--- config.mk ---
export PLATFORM = sky130hd
export DESIGN_NAME = countdown_timer_digit_entry
export DESIGN_NICKNAME = d
export VERILOG_FILES = /design/src/sv/cdt_pkg.sv /design/src/sv/countdown_timer_digit_entry.sv
export SDC_FILE = /design/constraint.sdc
export NUM_CORES = 1
export LEC_CHECK = 0
export BUFFER_PORTS_ARGS = -buffer_cell sky130_fd_sc_hd__buf_2
export CAP_MARGIN = 5
export CORE_UTILIZATION = 60
export DETAILED_ROUTE_END_ITERATION = 8
export HOLD_SLACK_MARGIN = 0.08
export PLACE_DENSITY = 0.78
export RECOVER_POWER = 100
export SETUP_SLACK_MARGIN = 0.2
export SYNTH_ARGS = -nofsm -noshare
export SYNTH_HDL_FRONTEND = slang
export SYNTH_SLANG_ARGS = --single-unit
--- constraint.sdc ---
create_clock -name aclk -period 14.7 [get_ports aclk]
set_input_delay 1.47 -clock aclk [delete_from_list [all_inputs] [get_ports aclk]]
set_output_delay 1.47 -clock aclk [all_outputs]
set_load 0.1 [all_outputs]
--- src/sv/cdt_pkg.sv ---
`timescale 1ns / 1ps
// ----------------------------------------------------------------------------
// Countdown timer package
// Shared beat types, mode encoding and constants of the countdown timer.
// ----------------------------------------------------------------------------
package cdt_pkg;

    // Timer modes, also the encoding of the mode result field.
    typedef enum logic [1:0] {
        MODE_IDLE  = 2'd0,
        MODE_SET   = 2'd1,
        MODE_RUN   = 2'd2,
        MODE_PAUSE = 2'd3
    } mode_t;

    // Cursor slots past the six digit positions.
    localparam logic [2:0] SLOT_CANCEL = 3'd6;
    localparam logic [2:0] SLOT_START  = 3'd7;
    localparam int         NUM_DIGITS  = 6;

    // Largest displayed remaining time, 99:59:59.
    localparam logic [18:0] REMAIN_MAX = 19'd359999;

    // Reset value of the long press limit.
    localparam logic [15:0] LONG_PRESS_RESET = 16'd3000;

    // Input beat: button events, minus hold state and current time.
    typedef struct packed {
        logic        next_pressed;
        logic        minus_pressed;
        logic        plus_pressed;
        logic        minus_is_down;
        logic [15:0] minus_held_ms;
        logic [31:0] now_sec;
    } cdt_in_t;

    // Result beat: state after the item and alarm requests.
    typedef struct packed {
        mode_t       mode;
        logic [2:0]  cursor;
        logic [18:0] remaining_sec;
        logic [15:0] hold_progress_ms;
        logic        alarm_arm;
        logic        alarm_cancel;
        logic [31:0] fire_time;
        logic        expired;
    } cdt_out_t;

endpackage

--- src/sv/countdown_timer_digit_entry.sv ---
`timescale 1ns / 1ps
// ----------------------------------------------------------------------------
// Countdown timer with digit entry
// Set, run, pause and expiry control of an HH:MM:SS countdown, one poll beat
// in and one result beat out.
// ----------------------------------------------------------------------------
//
//  Channel   Ports                          Direction  Beat
//  --------  -----------------------------  ---------  -------------------------
//  input     s_valid / s_ready / s_data     in         one poll: buttons, time
//  result    m_valid / m_ready / m_data     out        one result per poll
//  config    cfg_wr_en / cfg_wr_data        in         long press limit, no wait
//
//  A beat is taken into the input register; once the result register is free
//  (empty or taken by m_ready), the timer state and the result register are
//  updated from it. One beat per cycle is sustained while m_ready stays high;
//  the single state update per cycle between the two registers sets that rate.
//  Reset (aresetn low, synchronous) empties both registers and clears the
//  timer state. A stalled result holds; the input register still takes one
//  beat behind it.
//
module countdown_timer_digit_entry (
    input  logic              aclk,
    input  logic              aresetn,
    input  logic              cfg_wr_en,
    input  logic [15:0]       cfg_wr_data,
    input  logic              s_valid,
    output logic              s_ready,
    input  cdt_pkg::cdt_in_t  s_data,
    output logic              m_valid,
    input  logic              m_ready,
    output cdt_pkg::cdt_out_t m_data
);
    import cdt_pkg::*;

    // Pipeline registers.
    logic     in_valid_reg, in_valid_next;
    cdt_in_t  in_reg;
    logic     out_valid_reg, out_valid_next;
    cdt_out_t out_reg, out_next;
    logic     advance;

    // Timer state.
    logic [15:0] limit_reg;
    mode_t       mode_reg, mode_next;
    logic [2:0]  cursor_reg, cursor_next;
    logic [3:0]  digits_reg [NUM_DIGITS];
    logic [3:0]  digits_next [NUM_DIGITS];
    logic [18:0] remaining_reg, remaining_next;
    logic [31:0] fire_time_reg, fire_time_next;
    logic [31:0] pause_time_reg, pause_time_next;

    // Shared decode of the current beat.
    logic [31:0] diff_run, diff_pause, diff_sel, fire_sum, fire_addend;
    logic [18:0] shown;
    logic [18:0] digit_sum;
    logic [2:0]  cursor_step;
    logic        active, expire_hit, long_hit, was_reset;
    logic        cancel_hit, start_hit, plus_ok;
    logic        arm, cancel;

    // Handshake: the update stage moves when the result register is free.
    assign advance = in_valid_reg && (!out_valid_reg || m_ready);
    assign s_ready = !in_valid_reg || advance;
    assign m_valid = out_valid_reg;
    assign m_data  = out_reg;

    always_comb begin
        in_valid_next = in_valid_reg;
        if (s_valid && s_ready) begin
            in_valid_next = 1'b1;
        end else if (advance) begin
            in_valid_next = 1'b0;
        end
        out_valid_next = out_valid_reg;
        if (advance) begin
            out_valid_next = 1'b1;
        end else if (m_ready) begin
            out_valid_next = 1'b0;
        end
    end

    // Time differences, display clamp and the single fire time adder.
    assign diff_run    = fire_time_reg - in_reg.now_sec;
    assign diff_pause  = fire_time_reg - pause_time_reg;
    assign diff_sel    = (mode_reg == MODE_RUN) ? diff_run : diff_pause;
    assign fire_addend = (mode_reg == MODE_SET) ? {13'd0, remaining_reg} : diff_pause;
    assign fire_sum    = in_reg.now_sec + fire_addend;

    always_comb begin
        if (diff_sel[31]) begin
            shown = '0;
        end else if (diff_sel > {13'd0, REMAIN_MAX}) begin
            shown = REMAIN_MAX;
        end else begin
            shown = diff_sel[18:0];
        end
    end

    // Event decode: expiry, long press and the slot under the stepped cursor.
    assign active      = (mode_reg == MODE_RUN) || (mode_reg == MODE_PAUSE);
    assign expire_hit  = (mode_reg == MODE_RUN) && ((diff_run == '0) || diff_run[31]);
    assign long_hit    = active && in_reg.minus_is_down && (in_reg.minus_held_ms > limit_reg);
    assign was_reset   = expire_hit || long_hit;
    assign plus_ok     = in_reg.plus_pressed && !was_reset;
    assign cursor_step = cursor_reg + {2'd0, in_reg.next_pressed};
    assign cancel_hit  = (mode_reg == MODE_SET) && in_reg.plus_pressed
                         && (cursor_step == SLOT_CANCEL);
    assign start_hit   = (mode_reg == MODE_SET) && in_reg.plus_pressed
                         && (cursor_step == SLOT_START);

    // Next mode.
    always_comb begin
        unique case (mode_reg)
            MODE_IDLE: begin
                mode_next = in_reg.plus_pressed ? MODE_SET : MODE_IDLE;
            end
            MODE_SET: begin
                if (cancel_hit) begin
                    mode_next = MODE_IDLE;
                end else if (start_hit) begin
                    mode_next = MODE_RUN;
                end else begin
                    mode_next = MODE_SET;
                end
            end
            MODE_RUN: begin
                if (was_reset) begin
                    mode_next = MODE_IDLE;
                end else if (in_reg.plus_pressed) begin
                    mode_next = MODE_PAUSE;
                end else begin
                    mode_next = MODE_RUN;
                end
            end
            default: begin
                if (long_hit) begin
                    mode_next = MODE_IDLE;
                end else if (in_reg.plus_pressed) begin
                    mode_next = MODE_RUN;
                end else begin
                    mode_next = MODE_PAUSE;
                end
            end
        endcase
    end

    // Cursor, digit edits and the digit-based remaining time.
    always_comb begin
        logic [3:0] d;
        logic [3:0] top;
        cursor_next = cursor_reg;
        if (mode_reg == MODE_SET) begin
            cursor_next = cancel_hit ? 3'd0 : cursor_step;
        end else if (was_reset) begin
            cursor_next = 3'd0;
        end
        for (int i = 0; i < NUM_DIGITS; i++) begin
            // Minute tens and second tens wrap at six, all others at ten.
            top = (i == 2 || i == 4) ? 4'd5 : 4'd9;
            d   = digits_reg[i];
            if (mode_reg == MODE_SET) begin
                if (cancel_hit) begin
                    d = '0;
                end else if (in_reg.plus_pressed && cursor_step == 3'(i)) begin
                    d = (d == top) ? 4'd0 : d + 4'd1;
                end
                if (in_reg.minus_pressed && cursor_next == 3'(i)) begin
                    d = (d == 4'd0) ? top : d - 4'd1;
                end
            end else if (was_reset) begin
                d = '0;
            end
            digits_next[i] = d;
        end
        digit_sum = 19'(digits_next[0]) * 19'd36000 + 19'(digits_next[1]) * 19'd3600
                  + 19'(digits_next[2]) * 19'd600   + 19'(digits_next[3]) * 19'd60
                  + 19'(digits_next[4]) * 19'd10    + 19'(digits_next[5]);
    end

    // Remaining time, fire and pause times, alarm requests.
    always_comb begin
        remaining_next  = remaining_reg;
        fire_time_next  = fire_time_reg;
        pause_time_next = pause_time_reg;
        arm             = 1'b0;
        cancel          = 1'b0;
        unique case (mode_reg)
            MODE_IDLE: begin
            end
            MODE_SET: begin
                remaining_next = digit_sum;
                if (start_hit) begin
                    fire_time_next = fire_sum;
                    arm            = 1'b1;
                end
            end
            MODE_RUN: begin
                remaining_next = was_reset ? 19'd0 : shown;
                cancel         = long_hit || plus_ok;
                if (plus_ok) begin
                    pause_time_next = in_reg.now_sec;
                end
            end
            default: begin
                remaining_next = long_hit ? 19'd0 : shown;
                cancel         = long_hit;
                if (plus_ok) begin
                    fire_time_next = fire_sum;
                    arm            = 1'b1;
                end
            end
        endcase
    end

    // Result beat assembled from the next state.
    always_comb begin
        out_next.mode          = mode_next;
        out_next.cursor        = cursor_next;
        out_next.remaining_sec = remaining_next;
        out_next.hold_progress_ms =
            (active && in_reg.minus_is_down
             && (mode_next == MODE_RUN || mode_next == MODE_PAUSE))
            ? in_reg.minus_held_ms : 16'd0;
        out_next.alarm_arm     = arm;
        out_next.alarm_cancel  = cancel;
        out_next.fire_time     = fire_time_next;
        out_next.expired       = expire_hit;
    end

    // Payload registers.
    always_ff @(posedge aclk) begin
        if (s_valid && s_ready) begin
            in_reg <= s_data;
        end
        if (advance) begin
            out_reg <= out_next;
        end
    end

    // Control and timer state.
    always_ff @(posedge aclk) begin
        if (!aresetn) begin
            in_valid_reg   <= 1'b0;
            out_valid_reg  <= 1'b0;
            limit_reg      <= LONG_PRESS_RESET;
            mode_reg       <= MODE_IDLE;
            cursor_reg     <= '0;
            remaining_reg  <= '0;
            fire_time_reg  <= '0;
            pause_time_reg <= '0;
            for (int i = 0; i < NUM_DIGITS; i++) begin
                digits_reg[i] <= '0;
            end
        end else begin
            in_valid_reg  <= in_valid_next;
            out_valid_reg <= out_valid_next;
            if (cfg_wr_en) begin
                limit_reg <= cfg_wr_data;
            end
            if (advance) begin
                mode_reg       <= mode_next;
                cursor_reg     <= cursor_next;
                remaining_reg  <= remaining_next;
                fire_time_reg  <= fire_time_next;
                pause_time_reg <= pause_time_next;
                for (int i = 0; i < NUM_DIGITS; i++) begin
                    digits_reg[i] <= digits_next[i];
                end
            end
        end
    end

endmodule

==> results.cfg, run 1 <==
[status]
status = finished, violations left
violations = max-capacitance violations, max-slew violations

[floorplanning]
io_pins = 150
rows = 67
die_area_sq_um = 34700
core_sq_um = 33400
fp.dieH_um = 186
initial_core_util_pct = 60.9
die_w_um = 186

[yosys]
ys_seq_area_share_pct = 32.7
synth_area_leaders = edfxtp_1, ha_1, dfxtp_1
async_reset_ff_share_pct = 0
synth_area_sq_um = 20400
synth_top_area_share_pct = 22.3
synth-xor-area-share_pct = 5.24
synth_fp_nets = 2668
yosysWarnings = 0
synth_seq_cells = 257
synth_top_family_by_area = compound AO/OA/AOI/OAI gates
synth_cell_types = 80
postSynthCellCount = 2345
synth-edff-count = 151
synth_area_leader_cell = edfxtp_1
synthAdderAreaFrac_pct = 16.6
synth_compound_area_share_pct = 19.5
syn-mean-instance-area_sq_um = 8.69
synth_mux_area_share_pct = 3.40
synthFlopType = edfxtp_1
yosys.area_share.simple_pct = 17.2

[clock_tree]
clock_latency_ns = 0.58
root_buffer = clkbuf_16
cts_buffers = 29
cts_resized = 0
cts_max_level = 1
post_cts_buffers = 0
clock_sinks = 257
cts_buffer_depth = 3
cts_tree = built
clkTransAtPathRegs_ns = 0.06
postCtsHoldBufs = 0

[setup_path]
r2r-start = fire_time_reg[0]
crit_required_ns = 15.16
rr_endpoint = remaining_reg[18]
cpLargestDelayFamily = compound AO/OA/AOI/OAI gates
rr_worst_depth = 44
critPathSlowestCell = a2111oi_0
path_buf_inv = 6
slowest_delay_ns = 0.70
start_kind = flip-flop
critPathMaxFanout = 34
cp-end-kind = flip-flop
setup.worst_path.class = flip-flop to flip-flop
cp.arrival_ns = 13.17
r2r_slack_ns = 1.99

[min_path]
min_path_cells = 2
min_to = pause_time_reg[13]
holdCritStartpoint = pause_time_reg[13]
hp-class = flip-flop to flip-flop

[job]
cap_violations = 4

[drt]
via_per_inst = 6.09
num_vias = 17800
drt_iter0_markers = 1335
dr.pass1.iters = 6
drc_errors = 0
ant_nets = 0
wl_mm = 55.1
wl_per_cell_um = 18.9

[sta]
finClkSkew_ns = 0.0193
hold_viol_final = 0
fin_crit_ns = 12.71
worst_hold_slack_ns = 0.453
finalSetupTns_ns = 0
max_freq_mhz = 78.7
period_share_pct = 86.5
setup_viol = 0
setup_ws_ns = 1.99
tightest_slew_ns = 4.29
drv_slew = 215
rsz0062_at_grt = no
maxSlewHeadroom_pct = -186

[place]
place_ws_ns = 3.19
dpl_cell_area_sq_um = 21500
place.gp.congestion = 0.945
portBuffers = 149
dpl.hpwl_mm = 41.1

[grt]
grt_start_max_net_pins = 85
grt_usage_pct = 31.8
grt_pass1_vias = 17000
grt_remaining_overflow = 0
grt_pass1_wl_mm = 87.0
antenna_found_initial = 1

[finish]
multi_input_area_sq_um = 12600
area_growth_pct = 9.28
largest_reg_flops = 75
stdcell_area_sq_um = 22300
seqCellArea_sq_um = 6660
fill_cells = 2755
layout-drive-gt1-share_pct = 7.45
nNetsFinal = 2770

[pwr]
leakage_nw = 9.85
ir_worst_vdd_v = 0.000125
p_per_area_nw_per_um2 = 113
total_power_mw = 2.52
[worst register-to-register path: cells and delay by family (launching register included)]
| family | cells | cell delay, ns |
|---|---|---|
| and+or+nand+nor | 7 | 2.80 |
| xor gates and xnor gates | 3 | 0.46 |
| DFF | 1 | 0.31 |
| buffers and inverters | 6 | 0.66 |
| AOI/OAI and AO/OA | 20 | 5.39 |
| adders and majority gates | 8 | 3.01 |
[stage by stage]
stage | instances | utilization (%)
floorplan | 2345 | -
global placement | 2863 | 64.2
detailed placement | 2863 | 64.2
CTS | 2917 | 67.0
global route | 2919 | 66.6
finish | 2919 | 66.6
[metal layers]
metal  up-vias  GRT usage, %  wire length, um
li1       8553             -                -
met1      8418          41.5            24000
met2       678          52.8            25300
met3       141          3.93             3500
met4         0          14.5             2350
met5         -             0                0
[logic make-up after synthesis]
logic type      Yosys count
compound gates          609
xor+xnor                121
fa+ha+maj               250
buf+inv                 289
flops                   257
mux                      65
simple gates            754
[power breakdown]
group,internal [mW],total (mW),switching [mW]
Sequential,0.807,0.835,0.0279
Clock,0.426,0.731,0.305
Combinational,0.348,0.958,0.611
Total,1.58,2.52,0.944
[final cells by class]
class                   instances  share of cell area (%)
flip-flops and latches        257                    29.9
clock inverters                14                   0.612
repair buffers                168                    3.47
well taps                     448                    2.52
multi-input cells            1799                    56.6
diodes                          1                  0.0112
inverters                     192                    3.24
clock buffers                  40                    3.67
[cell usage in the layout, fill, tap and decap left out, types with 58 or more instances in the layout]
cell	n
dfxtp_1	106
o21ai_0	101
buf_2	71
inv_1	189
clkbuf_1	95
a21oi_1	204
ha_1	215
xnor2_1	78
edfxtp_1	151
a21o_1	58
nor2_1	191
nand2_1	279
[worst max-delay path by stage]
stage	cells past startpoint	end	slack (ns)	startpoint
5_1_grt	44	remaining_reg[18]	1.37	fire_time_reg[0]
6_report	44	remaining_reg[18]	1.99	fire_time_reg[0]
4_1_cts	44	remaining_reg[18]	3.10	fire_time_reg[0]
3_3_place_gp	44	remaining_reg[18]	3.48	fire_time_reg[0]
3_5_place_dp	44	remaining_reg[18]	3.19	fire_time_reg[0]
2_1_floorplan	45	remaining_reg[18]	4.32	fire_time_reg[0]
[synthesized netlist by cell type (8+ instances only)]
| cell type | n |
|---|---|
| nand2_1 | 279 |
| ha_1 | 215 |
| a21oi_1 | 203 |
| nor2_1 | 192 |
| inv_1 | 190 |
| edfxtp_1 | 151 |
| dfxtp_1 | 106 |
| o21ai_0 | 101 |
| clkbuf_1 | 86 |
| xnor2_1 | 78 |
| a21o_1 | 58 |
| nor3_1 | 50 |
| and2_1 | 45 |
| xor2_1 | 42 |
| fa_1 | 35 |
| a211oi_1 | 34 |
| mux2_2 | 34 |
| nand3_1 | 33 |
| mux2i_1 | 31 |
| nand2b_1 | 27 |
| nor2b_1 | 25 |
| or3_1 | 21 |
| and3_1 | 20 |
| a31oi_1 | 19 |
| o211ai_1 | 18 |
| o22ai_1 | 16 |
| nand4_1 | 15 |
| a22oi_1 | 14 |
| o21a_1 | 14 |
| a22o_1 | 11 |
| o21bai_1 | 11 |
| buf_1 | 10 |
| nor3b_1 | 10 |
| a21boi_0 | 8 |
| or4_1 | 8 |
No activity file was read; power rests on OpenSTA's default activity.
==> run 2, diff against run 1 <==
==> constraint.sdc (replaced) <==
create_clock -name aclk -period 14.7 [get_ports aclk]
set_input_delay 2.94 -clock aclk [delete_from_list [all_inputs] [get_ports aclk]]
set_output_delay 2.94 -clock aclk [all_outputs]
set_load 0.1 [all_outputs]
==> run 2 against run 1 <==
The flow still finishes with violations (max-capacitance violations, max-slew violations). Via count decreased by 0.22%. Register-to-register slack barely moved. Clock power about the same. Global-route usage is the same. Cell count stayed put. Sequential share of layout area about the same. First-iteration DRC count did not move. Flip-flop and latch count did not move. Largest power group unchanged.
==> results.cfg, run 2 (same netlist as run 1, synthesis figures left out) <==
[finish]
fill_cells = 2753
largest_reg_flops = 75
layout-drive-gt1-share_pct = 7.53
area_growth_pct = 9.31
final_cell_mix = nand2_1, ha_1, a21oi_1
nNetsFinal = 2770
utilization_pct = 66.6
final_common_cell = nand2_1

[clock_tree]
root_buffer = clkbuf_16
clock_sinks = 257
cts_resized = 0
cts_tree = built
cts_buffer_depth = 3
clock_latency_ns = 0.58
clkTransAtPathRegs_ns = 0.06
post_cts_buffers = 0
cts_buffers = 29
postCtsHoldBufs = 0
cts_max_level = 1

[grt]
use_met2_pct = 52.8
grt_busiest_layer = met2
grt.met3_usage_pct = 3.93
grt_pass1_vias = 17000
grt_pass1_wl_mm = 87.0
grt_usage_pct = 31.8
grt_util_met1_pct = 41.5
antenna_found_initial = 1
grt_start_max_net_pins = 85
grt_remaining_overflow = 0

[sta]
max_freq_mhz = 78.7
finClkSkew_ns = 0.0199
rsz0062_at_grt = no
fin_crit_ns = 12.71
period_share_pct = 86.5
hold_viol_final = 0
drv_slew = 215
tightest_slew_ns = 4.29
maxSlewHeadroom_pct = -186
setup_viol = 0
finalSetupTns_ns = 0

[min_path]
hp-class = flip-flop to flip-flop

[pwr]
power.switching_uw = 944
leakage_nw = 9.86
p_sw_share_pct = 37.4
p_per_area_nw_per_um2 = 113
ir_worst_vdd_v = 0.000125
internal_power_mw = 1.58
p_seq_share_pct = 33.1
pwr-share-clk_pct = 29.0
pwr-share-comb_pct = 38.0

[setup_path]
start_kind = flip-flop
critPathMaxFanout = 34
slowest_delay_ns = 0.70
cp.arrival_ns = 13.17
critPathSlowestCell = a2111oi_0
cp-end-kind = flip-flop
setup.worst_path.class = flip-flop to flip-flop
crit_required_ns = 15.16

[drt]
ant_nets = 0
drt_iter0_markers = 1335
wl_mm = 55.1
drc_errors = 0
wl_per_cell_um = 18.9
via_per_inst = 6.08
num_vias = 17800
dr.pass1.iters = 6

[floorplanning]
rows = 67
fp.dieH_um = 186
initial_core_util_pct = 60.9
io_pins = 150
die_w_um = 186
die_area_sq_um = 34700
core_sq_um = 33400

[status]
violations = max-capacitance violations, max-slew violations
status = finished, violations left

[job]
cap_violations = 4

[place]
dpl.hpwl_mm = 41.1
portBuffers = 149
place.gp.congestion = 0.945
==> run 2: worst paths after layout <==
check,start,to,cells after the start,slack (ns)
worst max-delay path,fire_time_reg[0],remaining_reg[18],44,1.99
worst min-delay path,pause_time_reg[13],pause_time_reg[13],2,0.45
worst max register to register,fire_time_reg[0],remaining_reg[18],44,1.99
worst min register to register,pause_time_reg[13],pause_time_reg[13],2,0.45
==> run 2: layout make-up <==
| class | instances | area, sq um | share of cell area (%) |
|---|---|---|---|
| multi-input combinational | 1799 | 12600 | 56.6 |
| sequential | 257 | 6660 | 29.9 |
| clock buffer | 40 | 818 | 3.67 |
| timing repair buffer | 168 | 781 | 3.51 |
| inverter | 192 | 722 | 3.24 |
| tap | 448 | 561 | 2.52 |
| clock inverter | 14 | 136 | 0.612 |
| antenna | 1 | 2.50 | 0.0112 |
==> run 2: power by group through the flow <==
stage / Clock [mW] / Combinational, mW / Sequential [mW]
6_report: 0.731 / 0.958 / 0.835
5_1_grt: 0.769 / 1.07 / 0.839
4_1_cts: 0.743 / 0.957 / 0.833
3_5_place_dp: 0 / 0.944 / 0.848
3_3_place_gp: 0 / 0.928 / 0.847
2_1_floorplan: 0 / 0.622 / 0.930
==> run 2: worst max-delay path, delay by kind of cell (launching register included) <==
kind	cells	cell delay, ns
XOR/XNOR	3	0.46
flip-flops	1	0.31
AO/OA/AOI/OAI	20	5.37
adder cells (fa/ha/maj)	8	3.01
buffers and inverters	6	0.65
AND/OR/NAND/NOR	7	2.80
==> run 2: through the flow <==
stage | worst slack (ns) | hold WS [ns] | cells | power [mW] | area, sq um
after floorplan | 4.32 | 0.436 | 2345 | 1.55 | 20400
after global routing | 1.37 | 0.473 | 2919 | 2.67 | 22300
after global placement | 3.48 | 0.442 | 2863 | 1.77 | 21500
final | 1.99 | 0.453 | 2919 | 2.52 | 22300
after detailed placement | 3.19 | 0.447 | 2863 | 1.79 | 21500
after CTS | 3.10 | 0.456 | 2917 | 2.53 | 22400
==> run 2: metal layers <==
layer / routed length, um / vias up / part of all wire [%]
met5: 0 / - / 0
met4: 2340 / 0 / 4.3
met3: 3570 / 136 / 6.5
met2: 25200 / 679 / 46
met1: 23900 / 8384 / 43
li1: - / 8552 / -
